**config.mk**
```make
export PLATFORM = sky130hd
export DESIGN_NAME = spi_master_register_sequencer_unit
export DESIGN_NICKNAME = d
export VERILOG_FILES = /design/src/rtl/core/spimrs_pkg.sv /design/src/rtl/core/spi_master_register_sequencer_unit.sv
export VERILOG_INCLUDE_DIRS = /design/src /design/src/rtl/core
export SDC_FILE = /design/constraint.sdc
export NUM_CORES = 2
export LEC_CHECK = 0
export ABC_AREA = 1
export BUFFER_PORTS_ARGS = -buffer_cell sky130_fd_sc_hd__buf_2
export CORE_MARGIN = 5
export CORE_UTILIZATION = 35
export CTS_CLUSTER_DIAMETER = 80
export DETAILED_ROUTE_END_ITERATION = 12
export SLEW_MARGIN = 25
export SYNTH_ARGS = -nofsm -noshare
export SYNTH_HDL_FRONTEND = slang
export SYNTH_SLANG_ARGS = --single-unit
```
**constraint.sdc**
```tcl
create_clock -name clk -period 7.6 [get_ports clk]
set_clock_uncertainty 0.2 [all_clocks]
set_input_delay 1.14 -clock clk [delete_from_list [all_inputs] [get_ports clk]]
set_output_delay 1.14 -clock clk [all_outputs]
set_load 0.01 [all_outputs]
```
**src/rtl/core/assert_macros.svh**
```systemverilog
// ----------------------------------------------------------------------------
// Assertion macros
// Concurrent assertion helpers shared by the RTL, compiled out for synthesis.
// ----------------------------------------------------------------------------
`ifndef ASSERT_MACROS_SVH
`define ASSERT_MACROS_SVH

`ifndef SYNTHESIS

`define ASSERT_IMPLIES(label, clk, rst_n, ante, cons, msg) \
    label: assert property (@(posedge clk) disable iff (!rst_n) (ante) |-> (cons)) \
        else $error(msg);

`define ASSERT_NEXT(label, clk, rst_n, ante, cons, msg) \
    label: assert property (@(posedge clk) disable iff (!rst_n) (ante) |=> (cons)) \
        else $error(msg);

`else

`define ASSERT_IMPLIES(label, clk, rst_n, ante, cons, msg)

`define ASSERT_NEXT(label, clk, rst_n, ante, cons, msg)

`endif

`endif

```
**src/rtl/core/spimrs_pkg.sv**
```systemverilog
// ----------------------------------------------------------------------------
// SPI master register sequencer package
// Register map, reset values, phase encoding and helpers.
// ----------------------------------------------------------------------------
package spimrs_pkg;

    localparam int BUFFER_WORDS_DEF = 16;

    localparam logic [1:0] OP_READ  = 2'd0;
    localparam logic [1:0] OP_WRITE = 2'd1;
    localparam logic [1:0] OP_RX    = 2'd2;

    localparam logic [11:0] REG_COMMAND = 12'h000;
    localparam logic [11:0] REG_ADDRESS = 12'h004;
    localparam logic [11:0] REG_CONTROL = 12'h008;
    localparam logic [11:0] REG_CLOCK   = 12'h00c;
    localparam logic [11:0] REG_USER    = 12'h010;
    localparam logic [11:0] REG_USER1   = 12'h014;
    localparam logic [11:0] REG_USER2   = 12'h018;
    localparam logic [11:0] REG_LENGTH  = 12'h01c;
    localparam logic [11:0] REG_MISC    = 12'h020;
    localparam logic [11:0] BUF_BASE    = 12'h098;

    localparam logic [31:0] CLOCK_RST = 32'h8000_3043;
    localparam logic [31:0] USER_RST  = 32'h8000_0000;
    localparam logic [31:0] USER1_RST = (32'd23 << 27) | 32'd7;
    localparam logic [31:0] USER2_RST = 32'd7 << 28;
    localparam logic [31:0] MISC_RST  = 32'h0000_003e;

    localparam int BIT_UPDATE  = 23;
    localparam int BIT_USR     = 24;
    localparam int BIT_MOSI    = 27;
    localparam int BIT_MISO    = 28;
    localparam int BIT_DUMMY   = 29;
    localparam int BIT_ADDR    = 30;
    localparam int BIT_CMD     = 31;
    localparam int BIT_KEEP_CS = 30;

    typedef enum logic [4:0] {
        PH_IDLE  = 5'b00001,
        PH_CMD   = 5'b00010,
        PH_ADDR  = 5'b00100,
        PH_DUMMY = 5'b01000,
        PH_DATA  = 5'b10000
    } phase_t;

    typedef enum logic [1:0] {
        ST_IDLE = 2'b01,
        ST_EXEC = 2'b10
    } seq_state_t;

    // Lowest enabled phase among those allowed; bit 0 command up to bit 3 data.
    function automatic phase_t pick_phase(input logic [3:0] cand);
        phase_t p;
        p = PH_IDLE;
        priority if (cand[0]) p = PH_CMD;
        else if (cand[1]) p = PH_ADDR;
        else if (cand[2]) p = PH_DUMMY;
        else if (cand[3]) p = PH_DATA;
        else p = PH_IDLE;
        return p;
    endfunction

endpackage

```
**src/rtl/core/spi_master_register_sequencer_unit.sv**
```systemverilog
// Flow: an accepted item executes from registered inputs and its result is
// registered. No new item is taken until the last one has executed and the
// result register is free; the buffer read precedes each read-modify-write.
// Reset: state and mapped registers go to documented values at once; the buffer
// reads as zero through per-word valid bits, so no clearing pass is needed.
// ----------------------------------------------------------------------------
// SPI master register sequencer
// Register-mapped SPI master sending command, address, dummy and data bytes.
// ----------------------------------------------------------------------------
`include "assert_macros.svh"

module spi_master_register_sequencer_unit #(
    parameter int BUFFER_WORDS = spimrs_pkg::BUFFER_WORDS_DEF
) (
    input  logic        clk,
    input  logic        rst_n,
    input  logic        s_axis_tvalid,
    output logic        s_axis_tready,
    // reg_address[11:0], write_data[43:12], rx_byte[51:44]
    input  logic [55:0] s_axis_tdata,
    // operation[1:0]
    input  logic [1:0]  s_axis_tuser,
    output logic        m_axis_tvalid,
    input  logic        m_axis_tready,
    // read_data[31:0], tx_valid[32], tx_byte[40:33], chip_select_active[41],
    // data_not_command[42], busy_res[43]
    output logic [47:0] m_axis_tdata,
    // transaction_done
    output logic        m_axis_tlast
);
    import spimrs_pkg::*;

    localparam int IDX_W    = (BUFFER_WORDS > 1) ? $clog2(BUFFER_WORDS) : 1;
    localparam int DATA_MAX = 4 * BUFFER_WORDS;
    localparam int BI_W     = $clog2(((DATA_MAX > 32) ? DATA_MAX : 32) + 1);

    seq_state_t state_reg, state_next;
    phase_t     phase_reg, phase_next;
    logic [BI_W-1:0] bi_reg, bi_next;
    logic cs_reg, cs_next, dc_reg, dc_next;

    logic [31:0] command_reg, command_next, address_reg, address_next;
    logic [31:0] control_reg, control_next, clock_reg, clock_next;
    logic [31:0] user_reg, user_next, user1_reg, user1_next;
    logic [31:0] user2_reg, user2_next, length_reg, length_next;
    logic [31:0] misc_reg, misc_next;
    logic [BUFFER_WORDS-1:0] valid_reg, valid_next;

    logic [1:0]  in_op_reg;
    logic [11:0] in_addr_reg;
    logic [31:0] in_wdata_reg;
    logic [7:0]  in_rx_reg;

    logic [31:0] mem [BUFFER_WORDS];
    logic [31:0] rda_reg, rdb_reg;
    logic [IDX_W-1:0] ra_a_reg, ra_b_reg;
    logic rda_ok_reg, rdb_ok_reg;

    logic out_valid_reg, out_valid_next;
    logic [31:0] out_rd_reg, out_rd_next;
    logic out_txv_reg, out_txv_next;
    logic [7:0] out_txb_reg, out_txb_next;
    logic out_cs_reg, out_cs_next, out_dc_reg, out_dc_next;
    logic out_busy_reg, out_busy_next, out_done_reg, out_done_next;

    logic s_fire;
    logic [IDX_W-1:0] ra_a, ra_b;
    logic [11:0] in_off;
    logic [BI_W-1:0] bi_inc, bi_inc_sh, bi_sh;
    logic mem_we;
    logic [IDX_W-1:0] mem_wa;
    logic [31:0] mem_wd;

    logic [BI_W-1:0] len_cmd, len_addr, len_dummy, len_data, len_cur;
    logic [4:0]  sum_cmd;
    logic [5:0]  sum_addr;
    logic [8:0]  sum_dummy;
    logic [18:0] sum_data;
    logic [3:0]  en_vec;

    assign s_fire = s_axis_tvalid && s_axis_tready;
    assign s_axis_tready = (state_reg == ST_IDLE) && (!out_valid_reg || m_axis_tready);

    // Read addresses chosen at acceptance.
    always_comb
    begin
        in_off    = s_axis_tdata[11:0] - BUF_BASE;
        bi_sh     = bi_reg >> 2;
        bi_inc    = bi_reg + BI_W'(1);
        bi_inc_sh = bi_inc >> 2;
        if (s_axis_tuser == OP_READ)
        begin
            ra_a = in_off[IDX_W+1:2];
        end
        else
        begin
            ra_a = bi_sh[IDX_W-1:0];
        end
        if (phase_reg == PH_DATA)
        begin
            ra_b = bi_inc_sh[IDX_W-1:0];
        end
        else
        begin
            ra_b = '0;
        end
    end

    always_ff @(posedge clk)
    begin
        if (mem_we)
        begin
            mem[mem_wa] <= mem_wd;
        end
        if (s_fire)
        begin
            rda_reg <= mem[ra_a];
            rdb_reg <= mem[ra_b];
        end
    end

    // Phase lengths in bytes.
    always_comb
    begin
        sum_cmd   = {1'b0, user2_reg[31:28]} + 5'd8;
        sum_addr  = {1'b0, user1_reg[31:27]} + 6'd8;
        sum_dummy = {1'b0, user1_reg[7:0]} + 9'd8;
        sum_data  = {1'b0, length_reg[17:0]} + 19'd8;
        len_cmd   = BI_W'(sum_cmd[4:3]);
        len_addr  = BI_W'(sum_addr[5:3]);
        len_dummy = BI_W'(sum_dummy[8:3]);
        if (sum_data[18:3] > 16'(DATA_MAX))
        begin
            len_data = BI_W'(DATA_MAX);
        end
        else
        begin
            len_data = BI_W'(sum_data[18:3]);
        end
        en_vec = {user_reg[BIT_MOSI] | user_reg[BIT_MISO], user_reg[BIT_DUMMY],
                  user_reg[BIT_ADDR], user_reg[BIT_CMD]};
        unique case (phase_reg)
            PH_CMD:   len_cur = len_cmd;
            PH_ADDR:  len_cur = len_addr;
            PH_DUMMY: len_cur = len_dummy;
            PH_DATA:  len_cur = len_data;
            default:  len_cur = '0;
        endcase
    end

    function automatic logic [7:0] tx_of(input phase_t p, input logic [BI_W-1:0] i,
                                        input logic [BI_W-1:0] n, input logic [31:0] word,
                                        input logic [15:0] cmd_val, input logic [31:0] adr,
                                        input logic mosi);
        logic [BI_W-1:0] k;
        logic [31:0] v;
        k = n - BI_W'(1) - i;
        v = '0;
        unique case (p)
            PH_CMD:   v = {16'd0, cmd_val} >> {k[1:0], 3'b000};
            PH_ADDR:  v = adr >> {k[1:0], 3'b000};
            PH_DATA:  v = mosi ? (word >> {i[1:0], 3'b000}) : 32'd0;
            default:  v = '0;
        endcase
        return v[7:0];
    endfunction

    always_comb
    begin
        logic buf_hit;
        logic [11:0] off;
        logic [31:0] word_a, word_mod, word_b, cmd_v;
        logic [3:0] cand;
        phase_t sel;
        logic [BI_W-1:0] sel_len;
        logic rx_wr;

        state_next   = state_reg;
        phase_next   = phase_reg;
        bi_next      = bi_reg;
        cs_next      = cs_reg;
        dc_next      = dc_reg;
        command_next = command_reg;
        address_next = address_reg;
        control_next = control_reg;
        clock_next   = clock_reg;
        user_next    = user_reg;
        user1_next   = user1_reg;
        user2_next   = user2_reg;
        length_next  = length_reg;
        misc_next    = misc_reg;
        valid_next   = valid_reg;
        mem_we       = 1'b0;
        mem_wa       = ra_a_reg;
        mem_wd       = '0;
        out_valid_next = out_valid_reg && !m_axis_tready;
        out_rd_next   = out_rd_reg;
        out_txv_next  = out_txv_reg;
        out_txb_next  = out_txb_reg;
        out_cs_next   = out_cs_reg;
        out_dc_next   = out_dc_reg;
        out_busy_next = out_busy_reg;
        out_done_next = out_done_reg;

        off      = in_addr_reg - BUF_BASE;
        buf_hit  = (in_addr_reg >= BUF_BASE) && (in_addr_reg[1:0] == 2'b00)
                   && (off[11:2] < 10'(BUFFER_WORDS));
        word_a   = rda_ok_reg ? rda_reg : 32'd0;
        word_mod = word_a;
        word_mod[{bi_reg[1:0], 3'b000} +: 8] = in_rx_reg;
        rx_wr    = (in_op_reg == OP_RX) && (phase_reg == PH_DATA) && user_reg[BIT_MISO];
        if (rx_wr && (ra_a_reg == ra_b_reg))
        begin
            word_b = word_mod;
        end
        else
        begin
            word_b = rdb_ok_reg ? rdb_reg : 32'd0;
        end
        cmd_v   = in_wdata_reg;
        cand    = '0;
        sel     = PH_IDLE;
        sel_len = '0;

        unique case (state_reg)
            ST_IDLE:
            begin
                if (s_fire)
                begin
                    state_next = ST_EXEC;
                end
            end
            ST_EXEC:
            begin
                state_next     = ST_IDLE;
                out_valid_next = 1'b1;
                out_rd_next    = '0;
                out_txv_next   = 1'b0;
                out_txb_next   = '0;
                out_done_next  = 1'b0;
                if (in_op_reg == OP_READ)
                begin
                    unique case (in_addr_reg)
                        REG_COMMAND: out_rd_next = command_reg;
                        REG_ADDRESS: out_rd_next = address_reg;
                        REG_CONTROL: out_rd_next = control_reg;
                        REG_CLOCK:   out_rd_next = clock_reg;
                        REG_USER:    out_rd_next = user_reg;
                        REG_USER1:   out_rd_next = user1_reg;
                        REG_USER2:   out_rd_next = user2_reg;
                        REG_LENGTH:  out_rd_next = length_reg;
                        REG_MISC:    out_rd_next = misc_reg;
                        default:     out_rd_next = buf_hit ? word_a : 32'd0;
                    endcase
                end
                else if ((in_op_reg == OP_WRITE) && (phase_reg == PH_IDLE))
                begin
                    unique case (in_addr_reg)
                        REG_COMMAND:
                        begin
                            cmd_v[BIT_UPDATE] = 1'b0;
                            if (in_wdata_reg[BIT_USR])
                            begin
                                cs_next = 1'b1;
                                sel = pick_phase(en_vec);
                                unique case (sel)
                                    PH_CMD:   sel_len = len_cmd;
                                    PH_ADDR:  sel_len = len_addr;
                                    PH_DUMMY: sel_len = len_dummy;
                                    PH_DATA:  sel_len = len_data;
                                    default:  sel_len = '0;
                                endcase
                                if (sel != PH_IDLE)
                                begin
                                    phase_next   = sel;
                                    bi_next      = '0;
                                    dc_next      = (sel != PH_CMD);
                                    out_txv_next = 1'b1;
                                    out_txb_next = tx_of(sel, '0, sel_len, word_b,
                                                         user2_reg[15:0], address_reg,
                                                         user_reg[BIT_MOSI]);
                                end
                                else
                                begin
                                    cmd_v[BIT_USR] = 1'b0;
                                    cs_next        = misc_reg[BIT_KEEP_CS];
                                    out_done_next  = 1'b1;
                                end
                            end
                            command_next = cmd_v;
                        end
                        REG_ADDRESS: address_next = in_wdata_reg;
                        REG_CONTROL: control_next = in_wdata_reg;
                        REG_CLOCK:   clock_next   = in_wdata_reg;
                        REG_USER:    user_next    = in_wdata_reg;
                        REG_USER1:   user1_next   = in_wdata_reg;
                        REG_USER2:   user2_next   = in_wdata_reg;
                        REG_LENGTH:  length_next  = in_wdata_reg;
                        REG_MISC:    misc_next    = in_wdata_reg;
                        default:
                        begin
                            if (buf_hit)
                            begin
                                mem_we = 1'b1;
                                mem_wa = off[IDX_W+1:2];
                                mem_wd = in_wdata_reg;
                                valid_next[off[IDX_W+1:2]] = 1'b1;
                            end
                        end
                    endcase
                end
                else if ((in_op_reg == OP_RX) && (phase_reg != PH_IDLE))
                begin
                    if (rx_wr)
                    begin
                        mem_we = 1'b1;
                        mem_wa = ra_a_reg;
                        mem_wd = word_mod;
                        valid_next[ra_a_reg] = 1'b1;
                    end
                    if (bi_inc < len_cur)
                    begin
                        bi_next      = bi_inc;
                        out_txv_next = 1'b1;
                        out_txb_next = tx_of(phase_reg, bi_inc, len_cur, word_b,
                                             user2_reg[15:0], address_reg,
                                             user_reg[BIT_MOSI]);
                    end
                    else
                    begin
                        unique case (phase_reg)
                            PH_CMD:   cand = en_vec & 4'b1110;
                            PH_ADDR:  cand = en_vec & 4'b1100;
                            PH_DUMMY: cand = en_vec & 4'b1000;
                            default:  cand = 4'b0000;
                        endcase
                        sel = pick_phase(cand);
                        unique case (sel)
                            PH_ADDR:  sel_len = len_addr;
                            PH_DUMMY: sel_len = len_dummy;
                            PH_DATA:  sel_len = len_data;
                            default:  sel_len = '0;
                        endcase
                        if (sel != PH_IDLE)
                        begin
                            phase_next   = sel;
                            bi_next      = '0;
                            dc_next      = 1'b1;
                            out_txv_next = 1'b1;
                            out_txb_next = tx_of(sel, '0, sel_len, word_b,
                                                 user2_reg[15:0], address_reg,
                                                 user_reg[BIT_MOSI]);
                        end
                        else
                        begin
                            phase_next   = PH_IDLE;
                            bi_next      = '0;
                            cs_next      = cs_reg & misc_reg[BIT_KEEP_CS];
                            command_next = command_reg & ~(32'd1 << BIT_USR);
                            out_done_next = 1'b1;
                        end
                    end
                end
                out_cs_next   = cs_next;
                out_dc_next   = dc_next;
                out_busy_next = (phase_next != PH_IDLE);
            end
            default:
            begin
                state_next = ST_IDLE;
            end
        endcase
    end

    always_ff @(posedge clk or negedge rst_n)
    begin
        if (!rst_n)
        begin
            state_reg     <= ST_IDLE;
            phase_reg     <= PH_IDLE;
            bi_reg        <= '0;
            cs_reg        <= 1'b0;
            dc_reg        <= 1'b1;
            command_reg   <= '0;
            address_reg   <= '0;
            control_reg   <= '0;
            clock_reg     <= CLOCK_RST;
            user_reg      <= USER_RST;
            user1_reg     <= USER1_RST;
            user2_reg     <= USER2_RST;
            length_reg    <= '0;
            misc_reg      <= MISC_RST;
            valid_reg     <= '0;
            out_valid_reg <= 1'b0;
            rda_ok_reg    <= 1'b0;
            rdb_ok_reg    <= 1'b0;
        end
        else
        begin
            state_reg     <= state_next;
            phase_reg     <= phase_next;
            bi_reg        <= bi_next;
            cs_reg        <= cs_next;
            dc_reg        <= dc_next;
            command_reg   <= command_next;
            address_reg   <= address_next;
            control_reg   <= control_next;
            clock_reg     <= clock_next;
            user_reg      <= user_next;
            user1_reg     <= user1_next;
            user2_reg     <= user2_next;
            length_reg    <= length_next;
            misc_reg      <= misc_next;
            valid_reg     <= valid_next;
            out_valid_reg <= out_valid_next;
            if (s_fire)
            begin
                rda_ok_reg <= valid_reg[ra_a];
                rdb_ok_reg <= valid_reg[ra_b];
            end
        end
    end

    always_ff @(posedge clk)
    begin
        if (s_fire)
        begin
            in_op_reg    <= s_axis_tuser;
            in_addr_reg  <= s_axis_tdata[11:0];
            in_wdata_reg <= s_axis_tdata[43:12];
            in_rx_reg    <= s_axis_tdata[51:44];
            ra_a_reg     <= ra_a;
            ra_b_reg     <= ra_b;
        end
        out_rd_reg   <= out_rd_next;
        out_txv_reg  <= out_txv_next;
        out_txb_reg  <= out_txb_next;
        out_cs_reg   <= out_cs_next;
        out_dc_reg   <= out_dc_next;
        out_busy_reg <= out_busy_next;
        out_done_reg <= out_done_next;
    end

    assign m_axis_tvalid = out_valid_reg;
    assign m_axis_tdata  = {4'b0000, out_busy_reg, out_dc_reg, out_cs_reg,
                            out_txb_reg, out_txv_reg, out_rd_reg};
    assign m_axis_tlast  = out_done_reg;

    `ASSERT_NEXT(a_accept_exec, clk, rst_n, s_fire, state_reg == ST_EXEC, "accept not followed by execute")
    `ASSERT_IMPLIES(a_exec_out_free, clk, rst_n, state_reg == ST_EXEC, !out_valid_reg, "result register busy in execute")
    `ASSERT_IMPLIES(a_busy_cs, clk, rst_n, phase_reg != PH_IDLE, cs_reg, "busy without chip select")
    `ASSERT_IMPLIES(a_done_idle, clk, rst_n, out_valid_reg && out_done_reg, !out_busy_reg && !out_txv_reg, "done result still busy")

endmodule

```
==> flow_summary.json <==
{
  "status": "finished clean",
  "post_cts_resized": 0,
  "cp_max_fo": 17,
  "p_leak_nw": 21.2,
  "end_kind": "register",
  "fp.dieW_um": 383,
  "first_global_vias": 39000,
  "gp_congestion": 0.954,
  "synth_top_family_by_area": "compound AO/OA/AOI/OAI gates",
  "async_reset_ff_share_pct": 32.0,
  "seqPwrFrac_pct": 49.9,
  "drc_errors": 0,
  "rr_startpoint": "length_reg[3]",
  "nets": 5248,
  "cts_tree": "built",
  "synth-compound-area-share_pct": 21.0,
  "grt_start_max_net_pins": 173,
  "cp.arrival_ps": 5630,
  "hold_viol": 0,
  "clock_sinks": 1005,
  "yosys.area_share.adder_pct": 0.487,
  "relSlewSlack_pct": 25.4,
  "dp_hpwl_um": 108000,
  "ys_top_cells_by_count": "o21ai_0 (971), nand2_1 (868), edfxtp_1 (683)",
  "antenna_found_initial": 1,
  "syn2layout_area_growth_pct": 12.5,
  "grtUsageTotal_pct": 23.1,
  "num_vias": 40900,
  "slew_viol_final": 0,
  "fillers": 13600,
  "yosys.area_share.simple_pct": 13.8,
  "grt_pass1_wl_um": 256000,
  "routed_via_density": 5.74,
  "p_switching_mw": 3.09,
  "cts_setup_buffers": 0,
  "rsz0062_at_grt": "no",
  "yosys_warnings": 0,
  "period_share_pct": 71.6,
  "io_buffers": 104,
  "worstMarginPinSlew_ps": 1110,
  "rr_worst_depth": 19,
  "wl_per_cell_um": 24.5,
  "largest-register": "mem",
  "final_layout_size_suffix_gt1_share_pct": 9.57,
  "first_pass_iters": 6,
  "syn_area_per_cell_sq_um": 9.38,
  "synth_ff_type": "edfxtp_1",
  "cts_hold_buf": 0,
  "numCtsBuffers": 109,
  "h-tree-depth": 3,
  "ir_worst_vdd_mv": 0.197,
  "clockBufferDepth": 3,
  "r2r_setup_slack_ps": 2160,
  "synth.area.mux_share_pct": 0.0205,
  "largest_reg_flops": 512,
  "drtIter0Drc": 4665,
  "rows": 137,
  "routed_wl_um": 175000,
  "die-area_sq_um": 147000,
  "synth-xor-area-share_pct": 0.144,
  "synth_seq_cells": 1005,
  "cp.required_ps": 7790,
  "hold_path.class": "input port to async pin",
  "die_h_um": 383,
  "cts-root-buf": "clkbuf_16",
  "synth_top_cell_area_share_pct": 42.0,
  "core_sq_um": 139000,
  "synthMostInstantiatedCell": "o21ai_0",
  "clock.fmax_mhz": 184,
  "r2r_end": "out_busy_reg",
  "ant_nets": 0,
  "synth.area.top_cells": "edfxtp_1 (42%), dfrtp_1 (15%), o21ai_0 (10%)",
  "startpoint_type": "register",
  "place_area_sq_um": 51400,
  "path_class": "register to register",
  "internal_power_mw": 9.03,
  "tns_ps": 0,
  "gr-total-overflow": 0,
  "synth_edf_count": 683,
  "syn_area_sq_um": 48800,
  "setup_viol": 0,
  "synth_cell_type_count": 59,
  "ys_seq_area_share_pct": 58.6,
  "fin_area_sq_um": 54900,
  "p_comb_share_pct": 7.7,
  "clk_latency_ps": 760,
  "clkTransAtPathRegs_ps": 60,
  "p_per_area_nw_per_um2": 221,
  "p_sw_share_pct": 25.5,
  "pwr-share-clk_pct": 42.3,
  "synth_cells": 5202,
  "io_pins": 113,
  "period_needed_ps": 5440,
  "cap_violations": 0,
  "synth_top_area_cell": "edfxtp_1",
  "start_util_pct": 35.1
}
logic make-up after synthesis:
kind of cell | after synthesis
xor gates and xnor gates | 8
adders and majority gates | 19
DFF | 1005
other | 1
buffers and inverters | 758
muxes | 1
AOI/OAI and AO/OA | 1770
and+or+nand+nor | 1640
per-layer routing:
| layer | global-route usage, % | vias to the layer above | share of wire [%] |
|---|---|---|---|
| met5 | 0 | - | 0.0074 |
| met4 | 11.1 | 2 | 5.1 |
| met3 | 4.26 | 459 | 8.6 |
| met2 | 38.1 | 2112 | 47 |
| met1 | 29.6 | 20000 | 39 |
| li1 | - | 18400 | - |
stage by stage:
step	power [mW]	utilization (%)	setup slack [ps]	hold slack, ps	instances
after detailed placement	7.08	37.0	2240	272	6932
after floorplan	6.64	-	2780	236	5205
after global routing	12.5	39.5	1860	137	7134
after CTS	12.2	39.5	2240	96.8	7134
final	12.1	39.5	2160	120	7135
after global placement	7.07	37.0	2340	259	6930
worst max-delay path, cell delays in order (launching register included):
cell and delay [ps]:
dfrtp_1 530, ha_1 280, nand3_1 130, nor2_4 230, nand3_1 100, nand2_1 170, nand3_1 80, nand3b_1 180
o41ai_1 960, ha_1 290, nand2_1 70, o21a_1 180, nand2_1 430, nand2_1 270, inv_1 220, nor2_1 60
o221ai_1 200, o21ai_0 120, nor2_1 120, nand4_1 280
cell type report:
| cell class | count | area (sq um) | area share [%] |
|---|---|---|---|
| diodes | 1 | 2.50 | 0.00456 |
| clock buffers | 158 | 3050 | 5.55 |
| clock inverters | 44 | 392 | 0.713 |
| inverters | 401 | 1530 | 2.79 |
| multi-input cells | 3442 | 17600 | 32.1 |
| flip-flops and latches | 1005 | 28600 | 52.1 |
| well taps | 1876 | 2350 | 4.28 |
| repair buffers | 208 | 1390 | 2.52 |
worst max-delay path by stage:
| stage | startpoint | cells past startpoint | to | slack, ps |
|---|---|---|---|---|
| CTS | length_reg[3] | 19 | out_busy_reg | 2240 |
| finish | length_reg[3] | 19 | out_busy_reg | 2160 |
| floorplan | m_axis_tready | 6 | rdb_ok_reg | 2780 |
| global placement | length_reg[3] | 19 | out_busy_reg | 2340 |
| global route | length_reg[3] | 24 | out_busy_reg | 1860 |
| detailed placement | length_reg[3] | 19 | out_busy_reg | 2240 |
power groups by stage:
stage | registers (mW) | logic [mW] | clock network (mW)
3_3_place_gp | 6.16 | 0.916 | 0
4_1_cts | 6.05 | 0.925 | 5.21
6_report | 6.05 | 0.939 | 5.13
3_5_place_dp | 6.16 | 0.923 | 0
5_1_grt | 6.05 | 1.01 | 5.44
2_1_floorplan | 6.10 | 0.537 | 0
cells in the final DEF (no fill, tap or decap), types with 103 or more instances in the layout:
cell type  netlist  layout
o21ai_0        971     969
nand2_1        868     860
edfxtp_1       683     683
nor2_1         518     489
inv_1          377     372
a21oi_1        327     319
dfrtp_1        297     297
nand3_1        166     165
o221ai_1       113     113
clkbuf_16        0     110
buf_2           18     103
(Power assumes the default switching activity.)
